## config.mk

```make
export PLATFORM = sky130hd
export DESIGN_NAME = ready_queue_scheduler_core
export DESIGN_NICKNAME = d
export VERILOG_FILES = /design/src/rqs_pkg.sv /design/src/rqs_cell.sv /design/src/ready_queue_scheduler_core.sv
export VERILOG_INCLUDE_DIRS = /design/src /design/src/src
export SDC_FILE = /design/constraint.sdc
export NUM_CORES = 2
export LEC_CHECK = 0
export BUFFER_PORTS_ARGS = -buffer_cell sky130_fd_sc_hd__buf_2
export CAP_MARGIN = 20
export CORE_MARGIN = 4
export CORE_UTILIZATION = 58
export DETAILED_ROUTE_END_ITERATION = 7
export GPL_TIMING_DRIVEN = 0
export PLACE_DENSITY_LB_ADDON = 0.08
export SLEW_MARGIN = 20
export SYNTH_ARGS = -nofsm -noshare
export SYNTH_HDL_FRONTEND = slang
export SYNTH_SLANG_ARGS = --single-unit
```

## constraint.sdc

```tcl
create_clock -name i_clk -period 4.9 [get_ports i_clk]
set_clock_uncertainty 0.05 [all_clocks]
set_input_delay 0 -clock i_clk [delete_from_list [all_inputs] [get_ports i_clk]]
set_output_delay 0 -clock i_clk [all_outputs]
set_load 0.05 [all_outputs]
```

## src/ready_queue_scheduler_core_assert.svh

```systemverilog
// Assertion macros for the ready queue scheduler
`ifndef READY_QUEUE_SCHEDULER_CORE_ASSERT_SVH
`define READY_QUEUE_SCHEDULER_CORE_ASSERT_SVH

// checked outside reset
`define RQS_ASSERT_RUN(label, prop, msg) \
    label: assert property (@(posedge i_clk) disable iff (!i_rst_n) prop) else $error(msg);

// checked at every edge, reset included
`define RQS_ASSERT_ALWAYS(label, prop, msg) \
    label: assert property (@(posedge i_clk) prop) else $error(msg);

`endif

```

## src/rqs_pkg.sv

```systemverilog
// Shared types and codes of the ready queue scheduler
`timescale 1ns / 1ps
`default_nettype none
package rqs_pkg;

    localparam int QUEUE_DEPTH = 16;
    localparam int OCC_W       = 5;
    localparam int ADDR_W      = 3;
    localparam int DATA_W      = 32;

    // request kinds
    localparam logic [1:0] K_ADD    = 2'd0;
    localparam logic [1:0] K_REMOVE = 2'd1;
    localparam logic [1:0] K_TAKE   = 2'd2;

    // ordering policies
    localparam logic [1:0] POL_FCFS = 2'd0;
    localparam logic [1:0] POL_SJF  = 2'd1;
    localparam logic [1:0] POL_PRIO = 2'd2;

    // status codes
    localparam logic [2:0] ST_OK       = 3'd0;
    localparam logic [2:0] ST_DUP      = 3'd1;
    localparam logic [2:0] ST_NOTFOUND = 3'd2;
    localparam logic [2:0] ST_EMPTY    = 3'd3;
    localparam logic [2:0] ST_FULL     = 3'd4;

    // register index
    localparam logic REG_POLICY = 1'b0;

    typedef struct packed {
        logic [1:0]  kind;
        logic [7:0]  process_id;
        logic [15:0] lifetime;
        logic [7:0]  priority_req;
    } t_req;

    typedef struct packed {
        logic [2:0]  status;
        logic [7:0]  next_id;
        logic [4:0]  occupancy;
    } t_rsp;

    typedef struct packed {
        logic [7:0]  id;
        logic [15:0] lifetime;
        logic [7:0]  prio;
    } t_entry;

    // update strobes from the controller to every cell
    typedef struct packed {
        logic ins;
        logic del;
    } t_cell_ctl;

endpackage
`default_nettype wire

```

## src/rqs_cell.sv

```systemverilog
// One queue slot: compares against the request and shifts with its neighbors
`timescale 1ns / 1ps
`default_nettype none
module rqs_cell
    import rqs_pkg::*;
#(
    parameter int IDX   = 0,
    parameter int CNT_W = 5
) (
    input  wire logic             i_clk,
    input  wire t_req             i_req,
    input  wire logic [1:0]       i_policy,
    input  wire logic [CNT_W-1:0] i_count,
    input  wire t_cell_ctl        i_ctl,
    input  wire t_entry           i_prev,
    input  wire t_entry           i_next,
    input  wire logic             i_prev_ge,
    input  wire logic             i_prev_hit,
    output t_entry                o_entry,
    output logic                  o_ge,
    output logic                  o_hit
);

    t_entry r_entry;
    t_entry n_entry;
    logic   w_valid;
    logic   w_before;
    logic   w_match;
    t_entry w_new;

    assign w_valid = (CNT_W'(IDX) < i_count);
    assign w_match = w_valid && (r_entry.id == i_req.process_id);
    assign w_new   = '{id: i_req.process_id, lifetime: i_req.lifetime,
                       prio: i_req.priority_req};

    always_comb begin
        case (i_policy)
            POL_SJF:  w_before = (i_req.lifetime < r_entry.lifetime);
            POL_PRIO: w_before = (i_req.priority_req > r_entry.prio);
            default:  w_before = 1'b0;
        endcase
    end

    // queue is kept sorted, so ge is a step: false up to the slot, true from it on
    assign o_ge  = !w_valid || w_before;
    assign o_hit = i_prev_hit || w_match;

    always_comb begin
        n_entry = r_entry;
        if (i_ctl.ins) begin
            if (i_prev_ge) begin
                n_entry = i_prev;
            end else if (o_ge) begin
                n_entry = w_new;
            end
        end else if (i_ctl.del && o_hit) begin
            n_entry = i_next;
        end
    end

    always_ff @(posedge i_clk) begin
        r_entry <= n_entry;
    end

    assign o_entry = r_entry;

endmodule
`default_nettype wire

```

## src/ready_queue_scheduler_core.sv

```systemverilog
// Ready queue scheduler top level: request control, register port, row of cells
//
//  channel   direction  handshake                  payload
//  request   in         i_req_valid / o_req_ready  i_req (t_req)
//  response  out        o_rsp_valid / i_rsp_ready  o_rsp (t_rsp)
//  config    in         APB psel/penable/pready    paddr, pwdata, prdata
//
// Each request is first captured in a register; then, as it executes, all cells
// compare in parallel and shift their entries by one slot.
// The remove/duplicate match travels down the cells as a ripple chain.
// A held response stalls the execute cycle; the request stays in the capture
// register and o_req_ready stays low until it executes.
// Reset empties the queue and sets arrival order.
`timescale 1ns / 1ps
`default_nettype none
`include "ready_queue_scheduler_core_assert.svh"
module ready_queue_scheduler_core
    import rqs_pkg::*;
#(
    parameter int DEPTH = QUEUE_DEPTH
) (
    input  wire logic              i_clk,
    input  wire logic              i_rst_n,
    input  wire logic              i_req_valid,
    output logic                   o_req_ready,
    input  wire t_req              i_req,
    output logic                   o_rsp_valid,
    input  wire logic              i_rsp_ready,
    output t_rsp                   o_rsp,
    input  wire logic              psel,
    input  wire logic              penable,
    input  wire logic              pwrite,
    input  wire logic [ADDR_W-1:0] paddr,
    input  wire logic [DATA_W-1:0] pwdata,
    output logic [DATA_W-1:0]      prdata,
    output logic                   pready
);

    localparam int CNT_W = $clog2(DEPTH + 1);

    logic             r_busy;
    t_req             r_req;
    logic [CNT_W-1:0] r_count;
    logic [CNT_W-1:0] n_count;
    logic [1:0]       r_policy;
    logic             r_rsp_valid;
    t_rsp             r_rsp;
    t_rsp             n_rsp;

    t_entry    w_entry [DEPTH];
    logic      w_ge    [DEPTH];
    logic      w_hit   [DEPTH];
    t_entry    w_new;
    t_cell_ctl w_ctl;
    logic      w_ex;
    logic      w_full;
    logic      w_empty;
    logic      w_found;
    logic      w_ins_ok;
    logic      w_del_ok;
    logic      w_wr;

    assign o_req_ready = !r_busy;
    assign w_ex        = r_busy && (!r_rsp_valid || i_rsp_ready);
    assign w_full      = (r_count == CNT_W'(DEPTH));
    assign w_empty     = (r_count == '0);
    assign w_found     = w_hit[DEPTH-1];
    assign w_new       = '{id: r_req.process_id, lifetime: r_req.lifetime,
                           prio: r_req.priority_req};

    assign w_ins_ok  = (r_req.kind == K_ADD) && !w_found && !w_full;
    assign w_del_ok  = ((r_req.kind == K_REMOVE) && w_found) ||
                       ((r_req.kind == K_TAKE) && !w_empty);
    assign w_ctl.ins = w_ex && w_ins_ok;
    assign w_ctl.del = w_ex && w_del_ok;

    genvar g;
    generate
        for (g = 0; g < DEPTH; g++) begin : g_cell
            t_entry w_prev;
            t_entry w_next;
            logic   w_prev_ge;
            logic   w_prev_hit;
            if (g == 0) begin : g_head
                assign w_prev     = w_new;
                assign w_prev_ge  = 1'b0;
                // a take removes the head: start the chain already hit
                assign w_prev_hit = (r_req.kind == K_TAKE);
            end else begin : g_body
                assign w_prev     = w_entry[g-1];
                assign w_prev_ge  = w_ge[g-1];
                assign w_prev_hit = w_hit[g-1];
            end
            if (g == DEPTH - 1) begin : g_tail
                assign w_next = '0;
            end else begin : g_mid
                assign w_next = w_entry[g+1];
            end
            rqs_cell #(
                .IDX   (g),
                .CNT_W (CNT_W)
            ) u_cell (
                .i_clk      (i_clk),
                .i_req      (r_req),
                .i_policy   (r_policy),
                .i_count    (r_count),
                .i_ctl      (w_ctl),
                .i_prev     (w_prev),
                .i_next     (w_next),
                .i_prev_ge  (w_prev_ge),
                .i_prev_hit (w_prev_hit),
                .o_entry    (w_entry[g]),
                .o_ge       (w_ge[g]),
                .o_hit      (w_hit[g])
            );
        end
    endgenerate

    always_comb begin
        n_count = r_count;
        if (w_ctl.ins) begin
            n_count = r_count + CNT_W'(1);
        end else if (w_ctl.del) begin
            n_count = r_count - CNT_W'(1);
        end
    end

    always_comb begin
        n_rsp.status  = ST_OK;
        n_rsp.next_id = '0;
        case (r_req.kind)
            K_ADD: begin
                if (w_found) begin
                    n_rsp.status = ST_DUP;
                end else if (w_full) begin
                    n_rsp.status = ST_FULL;
                end
            end
            K_REMOVE: begin
                if (!w_found) begin
                    n_rsp.status = ST_NOTFOUND;
                end
            end
            K_TAKE: begin
                if (w_empty) begin
                    n_rsp.status = ST_EMPTY;
                end else begin
                    n_rsp.next_id = w_entry[0].id;
                end
            end
            default: ;
        endcase
        n_rsp.occupancy = OCC_W'(n_count);
    end

    always_ff @(posedge i_clk) begin
        if (!i_rst_n) begin
            r_busy      <= 1'b0;
            r_count     <= '0;
            r_rsp_valid <= 1'b0;
        end else begin
            if (i_req_valid && o_req_ready) begin
                r_busy <= 1'b1;
            end else if (w_ex) begin
                r_busy <= 1'b0;
            end
            if (w_ex) begin
                r_rsp_valid <= 1'b1;
            end else if (i_rsp_ready) begin
                r_rsp_valid <= 1'b0;
            end
            r_count <= n_count;
        end
    end

    always_ff @(posedge i_clk) begin
        if (i_req_valid && o_req_ready) begin
            r_req <= i_req;
        end
        if (w_ex) begin
            r_rsp <= n_rsp;
        end
    end

    assign o_rsp_valid = r_rsp_valid;
    assign o_rsp       = r_rsp;

    // register port: policy only changes while the queue is empty
    assign pready = 1'b1;
    assign w_wr   = psel && penable && pwrite;

    always_ff @(posedge i_clk) begin
        if (!i_rst_n) begin
            r_policy <= POL_FCFS;
        end else if (w_wr && (paddr[2] == REG_POLICY) && w_empty) begin
            r_policy <= pwdata[1:0];
        end
    end

    always_comb begin
        prdata = '0;
        if (paddr[2] == REG_POLICY) begin
            prdata = {{(DATA_W-2){1'b0}}, r_policy};
        end
    end

    `RQS_ASSERT_ALWAYS(a_rst_idle, !i_rst_n |=> (!o_rsp_valid && o_req_ready), "not idle after reset")
    `RQS_ASSERT_RUN(a_count_bound, r_count <= CNT_W'(DEPTH), "occupancy above depth")
    `RQS_ASSERT_RUN(a_del_dec, w_ctl.del |=> (r_count + CNT_W'(1)) == $past(r_count), "delete did not shrink queue")
    `RQS_ASSERT_RUN(a_rsp_src, $rose(o_rsp_valid) |-> $past(w_ex), "response without execute")
    `RQS_ASSERT_RUN(a_pol_empty, !$stable(r_policy) |-> ($past(r_count) == '0), "policy changed on busy queue")

endmodule
`default_nettype wire
```

==> results.toml <==
[pwr]
power.density_nw_per_um2 = 285.8
p_leak_nw = 18.48
p_sw_share_pct = 28.02
vdd_ir_drop_max_mv = 0.3003
p_int_mw = 9.095
p_clk_share_pct = 40.0
seq_power_share_pct = 44.8
power.total_mw = 12.64
comb_power_share_pct = 15.2
switchingPower_mw = 3.540

[synthesis]
yosysWarnings = 0
yosysSeqAreaShare_pct = 44.21
synth_top_flop_cell = "edfxtp_1"
yosys.cell_types.count = 60
async_flop_share_pct = 0
postSynthCellCount = 3803
syn_area_per_cell_um2 = 10.15
syn_area_um2 = 38580
synth_seq_cells = 571
synth_edf_count = 562

[clocking]
clockRootBuffer = "clkbuf_16"
numCtsBuffers = 68
clockBufferDepth = 3
insertion_delay_ns = 0.63
cts_tree = "built"
cts_sinks = 571
clk_pin_slew_ns = 0.06
htreeDepth = 3

[finish]
multiInputGateArea_um2 = 19120
num-nets-final = 4538
drive_above_1_share_pct = 10.28
register_area_um2 = 17060
area_growth_pct = 14.57
nFillCells = 5335
final_core_util_pct = 67.11

[sta]
hold_viol = 0
finalCritPeriodShare_pct = 100.5
worst_pin_slew_ns = 1.260
rsz0062_at_grt = "false"
setup_viol = 1
fin_crit_ns = 4.924
max_freq_mhz = 203.1
timing.final.ws_setup_ns = -0.02428
slew_headroom_pct = 16.01
finalMaxSlewViolations = 0

[drt]
via_count = 32875
post_drt_wl_per_cell_um = 29.07
viasPerCell = 6.562
first_pass_iters = 6
ant_nets = 0
routed_wl_um = 145600
drt_iter0_markers = 4558
post-route-drc-count = 0

[global_route]
antenna_found_initial = 8
grt_usage_pct = 40.22
grt_pass1_vias = 31976
grt_overflow = 0
grt_pass1_wl_um = 208900
grt_max_degree = 33

[worst_setup_path]
setup.worst_path.start_class = "flip-flop"
critical_path_required_ns = 5.30
crit_type = "reg -> reg"
worstPathMaxFanout = 13
worstSetupEndpointType = "flip-flop"
slowest_stage = "clkbuf_1"
path_cells = "buf_4, buf_4, ha_1, a21o_1, a21oi_1, o21a_1, o21ai_0, a41o_1, nand3_1, clkbuf_1, nand3_1, o221ai_1"
critPathTopFamily = "compound AO/OA/AOI/OAI gates"
cp_num_buf_inv = 3
critPathArrivalTime_ns = 5.33
cpPeakStageDelay_ns = 0.93

[place]
place.gp.congestion = 1.026
dp.final_hpwl_um = 107900
pre_cts_ws_ns = -0.5566
port-buffer-count = 63

[die]
core_area_um2 = 65860
io_pins = 127
dieArea_um2 = 70710
fp.dieH_um = 265.9
chipWidth_um = 265.9
start_util_pct = 58.58
num_rows = 94

[run_status]
status = "complete, but fails checks"
violations = "negative setup slack"

[min_path]
worstHoldPathType = "in -> reg"

[job]
maxCapViolations = 0
power groups by stage:
| stage | logic, mW | registers [mW] | clock network (mW) |
|---|---|---|---|
| detailed placement | 1.74 | 5.79 | 0 |
| finish | 1.92 | 5.66 | 5.05 |
| global placement | 1.63 | 5.82 | 0 |
| CTS | 1.80 | 5.68 | 5.05 |
| floorplan | 1.10 | 5.75 | 0 |
| global route | 2.05 | 5.67 | 5.25 |
cell families after synthesis:
family	after synthesis	share of synthesized area, %
xor+xnor	131	2.974
buf+inv	642	7.160
simple gates	885	10.69
mux	346	8.977
compound gates	852	13.84
fa+ha+maj	374	12.13
other cells	2	0.01947
flops	571	44.21
placed cells by master (no fill, tap or decap), types with 7 or more instances in the layout:
master         Yosys  routed
a2111oi_0         11      10
a211oi_1          11      10
a21o_1            93      93
a21oi_1          137     137
a31oi_1           13       9
and2_1            14      14
buf_12             0      11
buf_16             0      25
buf_2             87     150
buf_4             61     103
clkbuf_1         115     129
clkbuf_16          0      70
clkinv_1           0      12
clkinv_2           0       8
conb_1             2      31
dfxtp_1            9       9
dlygate4sd3_1      0      45
edfxtp_1         562     562
ha_1             374     374
inv_1            369     368
mux2i_1          346     346
nand2_1          382     382
nand2b_1          42      42
nand3_1          165     165
nand4_1           66      66
nor2_1           109     108
nor2b_1           43      42
nor3_1             9       8
nor4_1            27      27
o211a_1            9       9
o211ai_1          42      42
o21a_1            13      13
o21ai_0          374     367
o21ai_4            0       7
o221ai_1         110     110
or3_1              7       7
xnor2_1           85      85
xor2_1            46      46
path summary, 6_finish.rpt:
check,startpoint,end,slack [ns],depth (start not counted)
max,g_cell[0].w_prev[9]$_DFFE_PP_,g_cell[6].u_cell.o_entry[12]$_DFFE_PP_,-0.02,12
min,i_req[25],g_cell[0].w_prev[25]$_DFFE_PP_,0.03,2
max reg2reg,g_cell[0].w_prev[9]$_DFFE_PP_,g_cell[6].u_cell.o_entry[12]$_DFFE_PP_,-0.02,12
min reg2reg,g_cell[13].u_cell.o_entry[9]$_DFFE_PP_,g_cell[14].u_cell.o_entry[9]$_DFFE_PP_,0.54,2
Yosys cell counts, types with 11 or more instances:
cell type,n,area (um2)
nand4_1,66,412.9
nand2_1,382,1434
mux2i_1,346,3463
a211oi_1,11,82.58
o21a_1,13,97.59
nor2_1,109,409.1
a31oi_1,13,81.33
inv_1,369,1385
o221ai_1,110,963.4
nor4_1,27,168.9
buf_2,87,435.4
nand2b_1,42,262.8
a2111oi_0,11,96.34
and2_1,14,87.58
nor2b_1,43,269.0
xor2_1,46,402.9
buf_4,61,457.9
o211ai_1,42,315.3
clkbuf_1,115,431.7
ha_1,374,4679
edfxtp_1,562,16880
nand3_1,165,825.8
o21ai_0,374,1872
xnor2_1,85,744.5
a21oi_1,137,685.7
a21o_1,93,698.2
what timing repair did:
item	CTS	global route
setup endpoints to repair	307	110
cloned	0	0
hold endpoints to repair	77	0
pin swaps	0	3
buffers inserted	13	38
resized for setup	9	2
hold buffers	45	0
state kept, by name (all words and copies together), names as in the netlist:
register,flops
g_cell.u_cell.o_entry,512
g_cell.w_prev,32
o_rsp,16
o_rsp_valid,1
r_busy,1
r_count,5
r_policy,2
r_req,2
metrics by stage:
stage | hold WS (ns) | cell area, um2 | std cells | setup TNS, ns
6_report | 0.02867 | 44200 | 5010 | -0.02428
4_1_cts | 0.01393 | 43790 | 4969 | 0
5_1_grt | 0.04014 | 44200 | 5007 | 0
3_5_place_dp | 0.1281 | 41070 | 4788 | -68.53
3_3_place_gp | 0.1265 | 40090 | 4759 | -1483.59
2_1_floorplan | 0.04887 | 38690 | 3832 | -4.127
metal layers:
| metal | GRT usage [%] | wire [um] | vias to the layer above |
|---|---|---|---|
| met1 | 50.93 | 53070 | 15830 |
| met4 | 24.16 | 10160 | 6 |
| met5 | 0 | 167 | - |
| met2 | 60.91 | 63580 | 2162 |
| li1 | - | - | 14381 |
| met3 | 12.34 | 18670 | 496 |
worst reg2reg max path: cells and delay by family (launching register included):
family,cells,cell delay [ns]
AO/OA/AOI/OAI,6,1.72
buffers and inverters,3,1.31
flip-flops,1,0.43
AND/OR/NAND/NOR,2,0.95
adder cells (fa/ha/maj),1,0.30
area by class of cell:
cell class                 count  area share (%)
inverter                     369           3.142
sequential                   571           38.59
clock inverter                30          0.5463
buffer                       271           3.133
clock buffer                  94           4.302
antenna                        4         0.02264
timing repair buffer         188           4.568
tap                          864           2.446
multi-input combinational   2619           43.25
(Power assumes the default switching activity.)
